==> src/rtl/core/brct_pkg.sv <==
// shared constants and types of the byte range coverage tracker
package brct_pkg;

   localparam int MAX_RANGES  = 16;
   localparam int OFFSET_BITS = 48;

   localparam int START_W = 48;
   localparam int LEN_W   = 31;
   localparam int FSIZE_W = 48;
   localparam int COV_W   = 49;
   localparam int HELD_W  = 5;

   // start + length - 1 of the widest item
   localparam int SPAN_W = 49;

   localparam int IDX_W  = (MAX_RANGES > 1) ? $clog2(MAX_RANGES) : 1;
   localparam int RCNT_W = $clog2(MAX_RANGES + 1);
   localparam int ADDR_W = $clog2(2 * MAX_RANGES);
   localparam int SUM_W  = OFFSET_BITS + 1;
   localparam int CMP_W  = (SUM_W > FSIZE_W) ? SUM_W : FSIZE_W;

   localparam int Q_DEPTH = 2;
   localparam int QPTR_W  = $clog2(Q_DEPTH);
   localparam int QCNT_W  = $clog2(Q_DEPTH + 1);

   typedef struct packed {
      logic [START_W-1:0] range_start;
      logic [LEN_W-1:0]   range_length;
   } req_type;

   typedef struct packed {
      logic [COV_W-1:0]  covered_bytes;
      logic              is_complete;
      logic              just_completed;
      logic [HELD_W-1:0] ranges_held;
      logic              dropped;
   } rsp_type;

   typedef enum logic [1:0] {
      CMD_NOP,
      CMD_DROP,
      CMD_MERGE
   } cmd_kind_type;

   typedef struct packed {
      cmd_kind_type           kind;
      logic [OFFSET_BITS-1:0] lo;
      logic [OFFSET_BITS-1:0] hi;
   } cmd_type;

   typedef struct packed {
      logic [OFFSET_BITS-1:0] s;
      logic [OFFSET_BITS-1:0] e;
   } entry_type;

   // handshake between the queue and its consumer
   typedef struct packed {
      logic    valid;
      cmd_type cmd;
   } q_out_type;

endpackage

==> src/rtl/core/brct_queue.sv <==
// short command queue between front end and merge engine
module brct_queue
   import brct_pkg::*;
(
   input  logic      clock,
   input  logic      reset,
   input  logic      push_valid,
   input  cmd_type   push_cmd,
   output logic      full,
   input  logic      pop,
   output q_out_type q_out
);

   cmd_type           slot_ff [Q_DEPTH];
   logic [QPTR_W-1:0] wptr_ff;
   logic [QPTR_W-1:0] rptr_ff;
   logic [QCNT_W-1:0] cnt_ff;
   logic              do_pop;

   assign full        = cnt_ff == QCNT_W'(Q_DEPTH);
   assign q_out.valid = cnt_ff != '0;
   assign q_out.cmd   = slot_ff[rptr_ff];
   assign do_pop      = pop && q_out.valid;

   always_ff @(posedge clock) begin
      if (push_valid) begin
         slot_ff[wptr_ff] <= push_cmd;
      end
   end

   always_ff @(posedge clock) begin
      if (reset) begin
         wptr_ff <= '0;
         rptr_ff <= '0;
         cnt_ff  <= '0;
      end else begin
         if (push_valid) begin
            wptr_ff <= (wptr_ff == QPTR_W'(Q_DEPTH - 1)) ? '0 : wptr_ff + QPTR_W'(1);
         end
         if (do_pop) begin
            rptr_ff <= (rptr_ff == QPTR_W'(Q_DEPTH - 1)) ? '0 : rptr_ff + QPTR_W'(1);
         end
         if (push_valid && !do_pop) begin
            cnt_ff <= cnt_ff + QCNT_W'(1);
         end else if (do_pop && !push_valid) begin
            cnt_ff <= cnt_ff - QCNT_W'(1);
         end
      end
   end

endmodule

==> config.mk <==
export PLATFORM = sky130hd
export DESIGN_NAME = brct_queue
export DESIGN_NICKNAME = d
export VERILOG_FILES = /design/src/rtl/core/brct_pkg.sv /design/src/rtl/core/brct_queue.sv
export SDC_FILE = /design/constraint.sdc
export NUM_CORES = 1
export LEC_CHECK = 0
export ABC_AREA = 0
export BUFFER_PORTS_ARGS = -buffer_cell sky130_fd_sc_hd__buf_4
export CAP_MARGIN = 20
export CORE_ASPECT_RATIO = 1.25
export CORE_MARGIN = 5
export CORE_UTILIZATION = 35
export DETAILED_ROUTE_END_ITERATION = 8
export SYNTH_ARGS = -nofsm -noshare
export SYNTH_HDL_FRONTEND = slang
export SYNTH_SLANG_ARGS = --single-unit
==> constraint.sdc <==
create_clock -name clock -period 8.3 [get_ports clock]
set_input_delay 1.245 -clock clock [delete_from_list [all_inputs] [get_ports clock]]
set_output_delay 1.245 -clock clock [all_outputs]
set_load 0.02 [all_outputs]
==> out/metrics.cfg <==
[cells_and_area]
syn2layout_area_growth_pct=33.0
antennaDiodeCount=0
drive_above_1_share=0.596
final_cells=831
final_nets=646
final_core_util=0.472

[die]
dieHeight_um=172
io_pins=202
row_count=59
start_util=0.354
die_area_mm2=0.0240
die_w_um=140
core-area_mm2=0.0207

[setup_path]
start_kind=flop
critPathRequiredTime_ps=7050
arrival_ps=2630
criticalPathCategory=flop to output pin
crit_path_end_kind=output pin
path_max_fanout=66

[routing]
wl_per_cell_um=17.5
ant_nets=0
via_per_inst=4.46
wirelength_um=14500
drtIter0Drc=148
drc=0
dr.pass1.iters=4
vias=3707

[clock_network]
cts_root_buf=clkbuf_16
cts_buffer_depth=3
cts_tree=done
clk_pin_slew_ps=60
cts_resized=0
numCtsBuffers=20
postCtsHoldBufs=0
clk_latency_ps=470
clkSinkCount=201
cts_setup_buffers=0
cts_max_level=1

[placed_design]
dpl_worst_slack_ps=4850
placed_cells=795
gp_congestion=0.726
io_buffer_count=201
hpwl_um=9690

[outcome]
status=completed

[timing]
fmax_ghz=0.258
min_period_ps=3880
slew_headroom=0.323
rsz0062_at_grt=no
tightestPinTransition_ps=1020
setup_violations=0
fin_crit_sh=0.467
drv_slew=0
setup_slack_ps=4420
fin_skew_ps=4.80
hold_violations=0
finalSetupTns_ps=0

[global_routing]
grtUsageTotal=0.115
grt_start_max_net_pins=67
grt_pass1_wl_um=21900
overflow=0
grt_pass1_vias=4141
grt_antenna_before_repair=0

[power]
switching_share=0.273
power_switching_uw=775
ir_drop_mv=0.176
p_per_area_mw_per_mm2=291
p_int_uw=2070
power_uw=2840
power_frac_clock=0.292
leakage_uw=0.00365
p_comb_frac=0.273
power_frac_seq=0.435

[synthesis]
ys_seq_elements=201
syn_nets=430
yosys.area.top_type=edfxtp_1
synth_edf_count=196
ys_seq_area_frac=0.814
syn_area_mm2=0.00735
synth_ff_type=edfxtp_1
synthesis.instances=327
synth.area.top_cells=edfxtp_1 (80%), mux2_2 (12%), mux2_4 (4.1%)
synth_cell_types=16
avgSynthCellArea_um2=22.5
synth_top_area_frac=0.800
synth_warnings=0
ys_async_sr_fraction=0
yosys.cell_count.top_type=edfxtp_1
synth_commonest_cells=edfxtp_1 (196), mux2_2 (78), mux2_4 (20)

[worst_hold_path]
hold_class=flop to flop

[run]
max_cap_viol_count=0

## cell type report
cell class	count	area (um^2)
sequential	201	5990
clock inverter	4	16.3
timing repair buffer	205	1540
clock buffer	32	597
multi-input combinational	115	1300
tap	274	343
fill	1756	11000
## power by group through the flow
stage,Combinational [uW],Sequential [uW],Clock [uW]
after global routing,829,1250,911
after floorplan,519,1230,0
final,778,1240,829
after CTS,795,1240,861
after detailed placement,792,1260,0
after global placement,788,1260,0
## state kept, by name, indices dropped and copies added (netlist names), named ones only
name	flops
slot_ff	196
cnt_ff	2
wptr_ff	1
rptr_ff	1
## metrics by stage
stage	hold WS, ps	instance area, um^2
global placement	491	9170
CTS	512	9780
detailed placement	497	9170
global route	531	9780
floorplan	466	7350
finish	515	9780
## cell families after synthesis
family,after synthesis,synth area share
compound gates,3,0.00204
xor+xnor,4,0.00477
fa+ha+maj,1,0.00170
buf+inv,11,0.0109
flops,201,0.814
mux,98,0.160
simple gates,9,0.00630
## layer usage
layer,GRT usage,wire (um),vias up,part of all wire
met2,0.211,7560,145,0.52
met4,0.0333,303,0,0.021
met3,0.0423,1330,25,0.091
met1,0.126,5330,1812,0.37
li1,-,-,1725,-
met5,0,0,-,0
## path summary, 6_finish.rpt
check | from | to | slack [ps] | cells after the start
worst max-delay path | flop | q_out[4] | 4420 | 3
worst min-delay path | rptr_ff | rptr_ff | 510 | 2
worst max register to register | wptr_ff | slot_ff[1][42] | 6140 | 2
worst min register to register | rptr_ff | rptr_ff | 510 | 2
## critical path: stages, from the launching register on
cell and delay [ps]:
dfxtp_4 630, buf_4 860, mux2_2 430, buf_4 160
## cells in the final DEF (no fill, tap or decap), types with 2 or more instances in the layout
cell       instances
buf_4            205
edfxtp_1         196
mux2_2            78
clkbuf_16         21
mux2_4            20
clkbuf_1           8
nor2_1             4
dfxtp_1            4
xor2_1             3
clkbuf_8           3
clkinv_1           3
o21ai_0            2
No activity file was read; power rests on OpenSTA's default activity.
