`src/rtl/core/brct_pkg.sv`:
```
// shared constants and types of the byte range coverage tracker
package brct_pkg;

   localparam int MAX_RANGES  = 16;
   localparam int OFFSET_BITS = 48;

   localparam int START_W = 48;
   localparam int LEN_W   = 31;
   localparam int FSIZE_W = 48;
   localparam int COV_W   = 49;
   localparam int HELD_W  = 5;

   // start + length - 1 of the widest item
   localparam int SPAN_W = 49;

   localparam int IDX_W  = (MAX_RANGES > 1) ? $clog2(MAX_RANGES) : 1;
   localparam int RCNT_W = $clog2(MAX_RANGES + 1);
   localparam int ADDR_W = $clog2(2 * MAX_RANGES);
   localparam int SUM_W  = OFFSET_BITS + 1;
   localparam int CMP_W  = (SUM_W > FSIZE_W) ? SUM_W : FSIZE_W;

   localparam int Q_DEPTH = 2;
   localparam int QPTR_W  = $clog2(Q_DEPTH);
   localparam int QCNT_W  = $clog2(Q_DEPTH + 1);

   typedef struct packed {
      logic [START_W-1:0] range_start;
      logic [LEN_W-1:0]   range_length;
   } req_type;

   typedef struct packed {
      logic [COV_W-1:0]  covered_bytes;
      logic              is_complete;
      logic              just_completed;
      logic [HELD_W-1:0] ranges_held;
      logic              dropped;
   } rsp_type;

   typedef enum logic [1:0] {
      CMD_NOP,
      CMD_DROP,
      CMD_MERGE
   } cmd_kind_type;

   typedef struct packed {
      cmd_kind_type           kind;
      logic [OFFSET_BITS-1:0] lo;
      logic [OFFSET_BITS-1:0] hi;
   } cmd_type;

   typedef struct packed {
      logic [OFFSET_BITS-1:0] s;
      logic [OFFSET_BITS-1:0] e;
   } entry_type;

   // handshake between the queue and its consumer
   typedef struct packed {
      logic    valid;
      cmd_type cmd;
   } q_out_type;

endpackage

```
`src/rtl/core/brct_front.sv`:
```
// front end: accepts items and classifies them into queue commands
module brct_front
   import brct_pkg::*;
(
   input  logic    req_valid,
   output logic    req_ready,
   input  req_type req_data,
   input  logic    queue_full,
   output logic    push_valid,
   output cmd_type push_cmd
);

   logic [SPAN_W-1:0] hi_wide;
   logic              over;

   assign req_ready  = !queue_full;
   assign push_valid = req_valid && !queue_full;

   always_comb begin
      hi_wide = SPAN_W'(req_data.range_start) + SPAN_W'(req_data.range_length)
                - SPAN_W'(1);
      if (OFFSET_BITS < SPAN_W) begin
         over = (hi_wide >> OFFSET_BITS) != '0;
      end else begin
         over = 1'b0;
      end

      push_cmd.lo = OFFSET_BITS'(req_data.range_start);
      push_cmd.hi = OFFSET_BITS'(hi_wide);
      priority if (req_data.range_length == '0) begin
         push_cmd.kind = CMD_NOP;
      end else if (over) begin
         push_cmd.kind = CMD_DROP;
      end else begin
         push_cmd.kind = CMD_MERGE;
      end
   end

endmodule

```
`config.mk`:
```
export PLATFORM = sky130hd
export DESIGN_NAME = brct_front
export DESIGN_NICKNAME = d
export VERILOG_FILES = /design/src/rtl/core/brct_pkg.sv /design/src/rtl/core/brct_front.sv
export SDC_FILE = /design/constraint.sdc
export NUM_CORES = 1
export LEC_CHECK = 0
export BUFFER_PORTS_ARGS = -buffer_cell sky130_fd_sc_hd__buf_2
export CORE_MARGIN = 10
export CORE_UTILIZATION = 50
export DETAILED_ROUTE_END_ITERATION = 12
export MAX_ROUTING_LAYER = met4
export PLACE_DENSITY = 0.85
export SYNTH_ARGS = -nofsm -noshare
export SYNTH_HDL_FRONTEND = slang
export SYNTH_SLANG_ARGS = --single-unit
```
`constraint.sdc`:
```
create_clock -name vclk -period 4.03
set_clock_uncertainty 0.1 [all_clocks]
set_input_delay 0.2015 -clock vclk [all_inputs]
set_output_delay 0.2015 -clock vclk [all_outputs]
set_load 0.02 [all_outputs]
```
==> flow_summary.html <==
<table>
<tr><th>Metric</th><th>Value</th></tr>
<tr><th colspan="2">CTS</th></tr>
<tr><td>Hold bufs inserted after CTS</td><td>0</td></tr>
<tr><td>Number of setup buffers added after CTS</td><td>0</td></tr>
<tr><th colspan="2">Global route</th></tr>
<tr><td>First-pass GRT wire length</td><td>18200 um</td></tr>
<tr><td>Initial antenna violation count</td><td>0</td></tr>
<tr><td>GRT Resource Usage Total</td><td>0.184</td></tr>
<tr><td>Largest net degree at the start of global routing</td><td>11</td></tr>
<tr><td>Via count of the first global-routing pass</td><td>4118</td></tr>
<tr><td>Overflow after GRT</td><td>0</td></tr>
<tr><th colspan="2">Setup path</th></tr>
<tr><td>Worst path required time</td><td>3.73 ns</td></tr>
<tr><td>Data arrival, critical path</td><td>3.42 ns</td></tr>
<tr><td>Max FO, Critical Path</td><td>7</td></tr>
<tr><td>CP Class</td><td>primary input to output pin</td></tr>
<tr><td>Startpoint kind of the worst setup timing path</td><td>primary input</td></tr>
<tr><td>Category of the worst setup path capture point</td><td>output pin</td></tr>
<tr><th colspan="2">Status</th></tr>
<tr><td>Outcome</td><td>finished, final reports clean</td></tr>
<tr><th colspan="2">Synth</th></tr>
<tr><td>Sequential-to-total area share from yosys stat</td><td>0</td></tr>
<tr><td>Post-Synth Simple-Gate Area</td><td>0.157</td></tr>
<tr><td>Nets in the synthesized netlist</td><td>756</td></tr>
<tr><td>Area fraction in compound gates after synthesis</td><td>0.228</td></tr>
<tr><td>Post-synthesis adder-cell area fraction</td><td>0.257</td></tr>
<tr><td>Post-Synth XOR/XNOR Area</td><td>0.102</td></tr>
<tr><td>Mean area per synthesized cell</td><td>6.49 um^2</td></tr>
<tr><td>Multiplexer fraction of the synthesized cell area</td><td>0</td></tr>
<tr><td>Netlist area before placement</td><td>3870 um^2</td></tr>
<tr><td>Synthesis warning total</td><td>0</td></tr>
<tr><td>Dominant combinational cell family by area after synthesis</td><td>adder cells</td></tr>
<tr><td>Synth cell types</td><td>46</td></tr>
<tr><td>Gate count of the mapped netlist</td><td>596</td></tr>
<tr><th colspan="2">Timing</th></tr>
<tr><td>Final Hold Vio Count</td><td>0</td></tr>
<tr><td>Headroom to the max-slew limit</td><td>0.582</td></tr>
<tr><td>Sum Neg Setup Slack</td><td>0 ns</td></tr>
<tr><td>Crit path time final</td><td>3.72 ns</td></tr>
<tr><td>Share of the clock period used by the worst path</td><td>0.922</td></tr>
<tr><td>Endpoints failing setup</td><td>0</td></tr>
<tr><td>Peak clock frequency supported by timing</td><td>269 MHz</td></tr>
<tr><td>Count of pins over their slew limit</td><td>0</td></tr>
<tr><td>Slack of the critical path</td><td>0.313 ns</td></tr>
<tr><td>Transition time of the tightest slew-check pin</td><td>0.622 ns</td></tr>
<tr><td>Setup repair after global routing missed its margin</td><td>false</td></tr>
<tr><th colspan="2">Finish</th></tr>
<tr><td>Net count, final</td><td>881</td></tr>
<tr><td>Area growth syn-to-layout</td><td>16.8%</td></tr>
<tr><td>Clkbuf count</td><td>0</td></tr>
<tr><td>Filler instances</td><td>766</td></tr>
<tr><td>Fraction of final layout cells sized beyond drive strength 1</td><td>0.266</td></tr>
<tr><td>Multi-input gate area</td><td>2890 um^2</td></tr>
<tr><td>Ant. Diodes</td><td>0</td></tr>
<tr><td>Sequential cell count</td><td>0</td></tr>
<tr><td>Total area of sequential cells</td><td>0 um^2</td></tr>
<tr><th colspan="2">Die</th></tr>
<tr><td>Full die area</td><td>11700 um^2</td></tr>
<tr><td>Starting density of the core</td><td>0.509</td></tr>
<tr><td>Count of pins on the block boundary</td><td>181</td></tr>
<tr><td>Die H</td><td>108 um</td></tr>
<tr><td>Std cell rows</td><td>32</td></tr>
<tr><td>Core region area</td><td>7610 um^2</td></tr>
<tr><td>Width of the die</td><td>108 um</td></tr>
<tr><th colspan="2">Placement</th></tr>
<tr><td>HPWL after DPL</td><td>10200 um</td></tr>
<tr><td>Count of port buffers added during placement</td><td>181</td></tr>
<tr><td>Weighted congestion reported at the end of routability-driven placement</td><td>0.934</td></tr>
<tr><td>Worst setup slack after placement</td><td>0.247 ns</td></tr>
<tr><th colspan="2">Power and ir drop</th></tr>
<tr><td>Areal power density over the cells</td><td>251 nW/um^2</td></tr>
<tr><td>Worst-case vdd ir drop</td><td>0.123 mV</td></tr>
<tr><td>Leakage Power</td><td>2.76 nW</td></tr>
<tr><th colspan="2">Routing</th></tr>
<tr><td>First-iteration detailed-routing DRC count</td><td>167</td></tr>
<tr><td>Number of optimization iterations in the first detailed-route pass</td><td>5</td></tr>
<tr><td>Final Routed Wirelength</td><td>11200 um</td></tr>
<tr><td>DR vias</td><td>4231</td></tr>
<tr><td>Number of routed nets with antenna violations</td><td>0</td></tr>
<tr><td>DR WL/cell</td><td>13.7 um</td></tr>
<tr><td>Via-per-instance ratio</td><td>5.15</td></tr>
<tr><td>Remaining DRCs</td><td>0</td></tr>
<tr><th colspan="2">Worst hold path</th></tr>
<tr><td>Class of the most critical hold timing path</td><td>primary input to output pin</td></tr>
<tr><th colspan="2">Flow run</th></tr>
<tr><td>Number of max-cap violations</td><td>0</td></tr>
</table>
[worst paths after layout]
check	start	end	slack [ns]	cells past startpoint
max	req_data[13]	push_cmd[44]	0.31	16
min	req_data[48]	push_cmd[65]	0.54	2
[worst max-delay path, cell delays in order]
cell and delay [ns]:
sky130_fd_sc_hd__buf_2 0.09, sky130_fd_sc_hd__inv_1 0.04, sky130_fd_sc_hd__ha_1 0.26, sky130_fd_sc_hd__inv_1 0.04, sky130_fd_sc_hd__ha_1 0.38, sky130_fd_sc_hd__a21oi_1 0.26
sky130_fd_sc_hd__o21ai_0 0.13, sky130_fd_sc_hd__a21oi_1 0.24, sky130_fd_sc_hd__a21boi_2 0.10, sky130_fd_sc_hd__o311a_1 0.39, sky130_fd_sc_hd__nor2b_1 0.30, sky130_fd_sc_hd__o41ai_1 0.13
sky130_fd_sc_hd__buf_4 0.16, sky130_fd_sc_hd__a311oi_1 0.34, sky130_fd_sc_hd__xnor2_1 0.16, sky130_fd_sc_hd__buf_2 0.19
[kinds of logic (layout without fill, tap and decap cells)]
logic type | after synthesis | after routing
adder cells (fa/ha/maj) | 79 | 79
AO/OA/AOI/OAI | 141 | 141
AND/OR/NAND/NOR | 117 | 117
XOR/XNOR | 44 | 44
buffers and inverters | 215 | 338
[cell type report]
cell class,instances,share of cell area
inverter,156,0.130
multi-input combinational,381,0.640
tap,102,0.0283
timing repair buffer,182,0.202
[what timing repair did]
item,4_1_cts,5_1_grt
setup endpoints to repair,0,4
gates resized for setup,0,4
endpoints found under the hold margin,0,0
[metal layers]
metal | wire [um] | track usage | vias to the layer above
li1 | - | - | 2174
met1 | 4740 | 0.220 | 1882
met2 | 5470 | 0.325 | 155
met3 | 787 | 0.0208 | 20
met4 | 216 | 0.0324 | 0
met5 | 0 | - | -
[cells in the mapped netlist (all sizes together) (8+ instances only)]
cell type / count / area share
nor4: 9 / 0.018
o21bai: 13 / 0.025
clkbuf: 11 / 0.011
a21o: 17 / 0.033
nand2: 30 / 0.030
nand4: 15 / 0.024
inv: 156 / 0.15
ha: 78 / 0.25
nor2b: 8 / 0.013
nor2: 22 / 0.021
xnor2: 30 / 0.070
a21oi: 54 / 0.070
buf: 48 / 0.093
xor2: 14 / 0.032
o21ai: 25 / 0.032
[through the flow]
| step | util | cell area, um^2 | power [mW] | hold slack [ns] | cells |
|---|---|---|---|---|---|
| 6_report | 0.594 | 4520 | 1.13 | 0.537 | 821 |
| 5_1_grt | 0.594 | 4520 | 1.24 | 0.545 | 821 |
| 4_1_cts | 0.592 | 4510 | 1.13 | 0.540 | 821 |
| 3_5_place_dp | 0.592 | 4510 | 1.13 | 0.540 | 821 |
| 3_3_place_gp | 0.592 | 4510 | 1.11 | 0.540 | 821 |
| 2_1_floorplan | - | 3870 | 0.810 | 0.380 | 596 |
[report_power, final]
part           switching [mW]  total (mW)  internal, mW  leakage (nW)
clock                       0           0             0             0
sequential                  0           0             0             0
combinational           0.713        1.13         0.421          2.76
[placed cells by master (no fill, tap or decap), types with 2 or more instances in the layout]
cell type / n
sky130_fd_sc_hd__nand2_1: 29
sky130_fd_sc_hd__o211ai_1: 2
sky130_fd_sc_hd__nor2b_1: 8
sky130_fd_sc_hd__o21bai_1: 13
sky130_fd_sc_hd__ha_1: 78
sky130_fd_sc_hd__and2_1: 2
sky130_fd_sc_hd__o21a_1: 2
sky130_fd_sc_hd__nor4_1: 8
sky130_fd_sc_hd__inv_1: 156
sky130_fd_sc_hd__and3_1: 5
sky130_fd_sc_hd__o21ai_1: 2
sky130_fd_sc_hd__a41oi_1: 3
sky130_fd_sc_hd__a31oi_1: 6
sky130_fd_sc_hd__nand2b_1: 5
sky130_fd_sc_hd__or3_1: 4
sky130_fd_sc_hd__o21ai_0: 23
sky130_fd_sc_hd__nand3_1: 7
sky130_fd_sc_hd__a21o_1: 17
sky130_fd_sc_hd__xnor2_1: 29
sky130_fd_sc_hd__nor3_1: 7
sky130_fd_sc_hd__nor2_1: 22
sky130_fd_sc_hd__a21oi_1: 53
sky130_fd_sc_hd__a211oi_1: 6
sky130_fd_sc_hd__buf_2: 181
sky130_fd_sc_hd__xor2_1: 14
sky130_fd_sc_hd__nand4_1: 15
(Power assumes the default switching activity.)
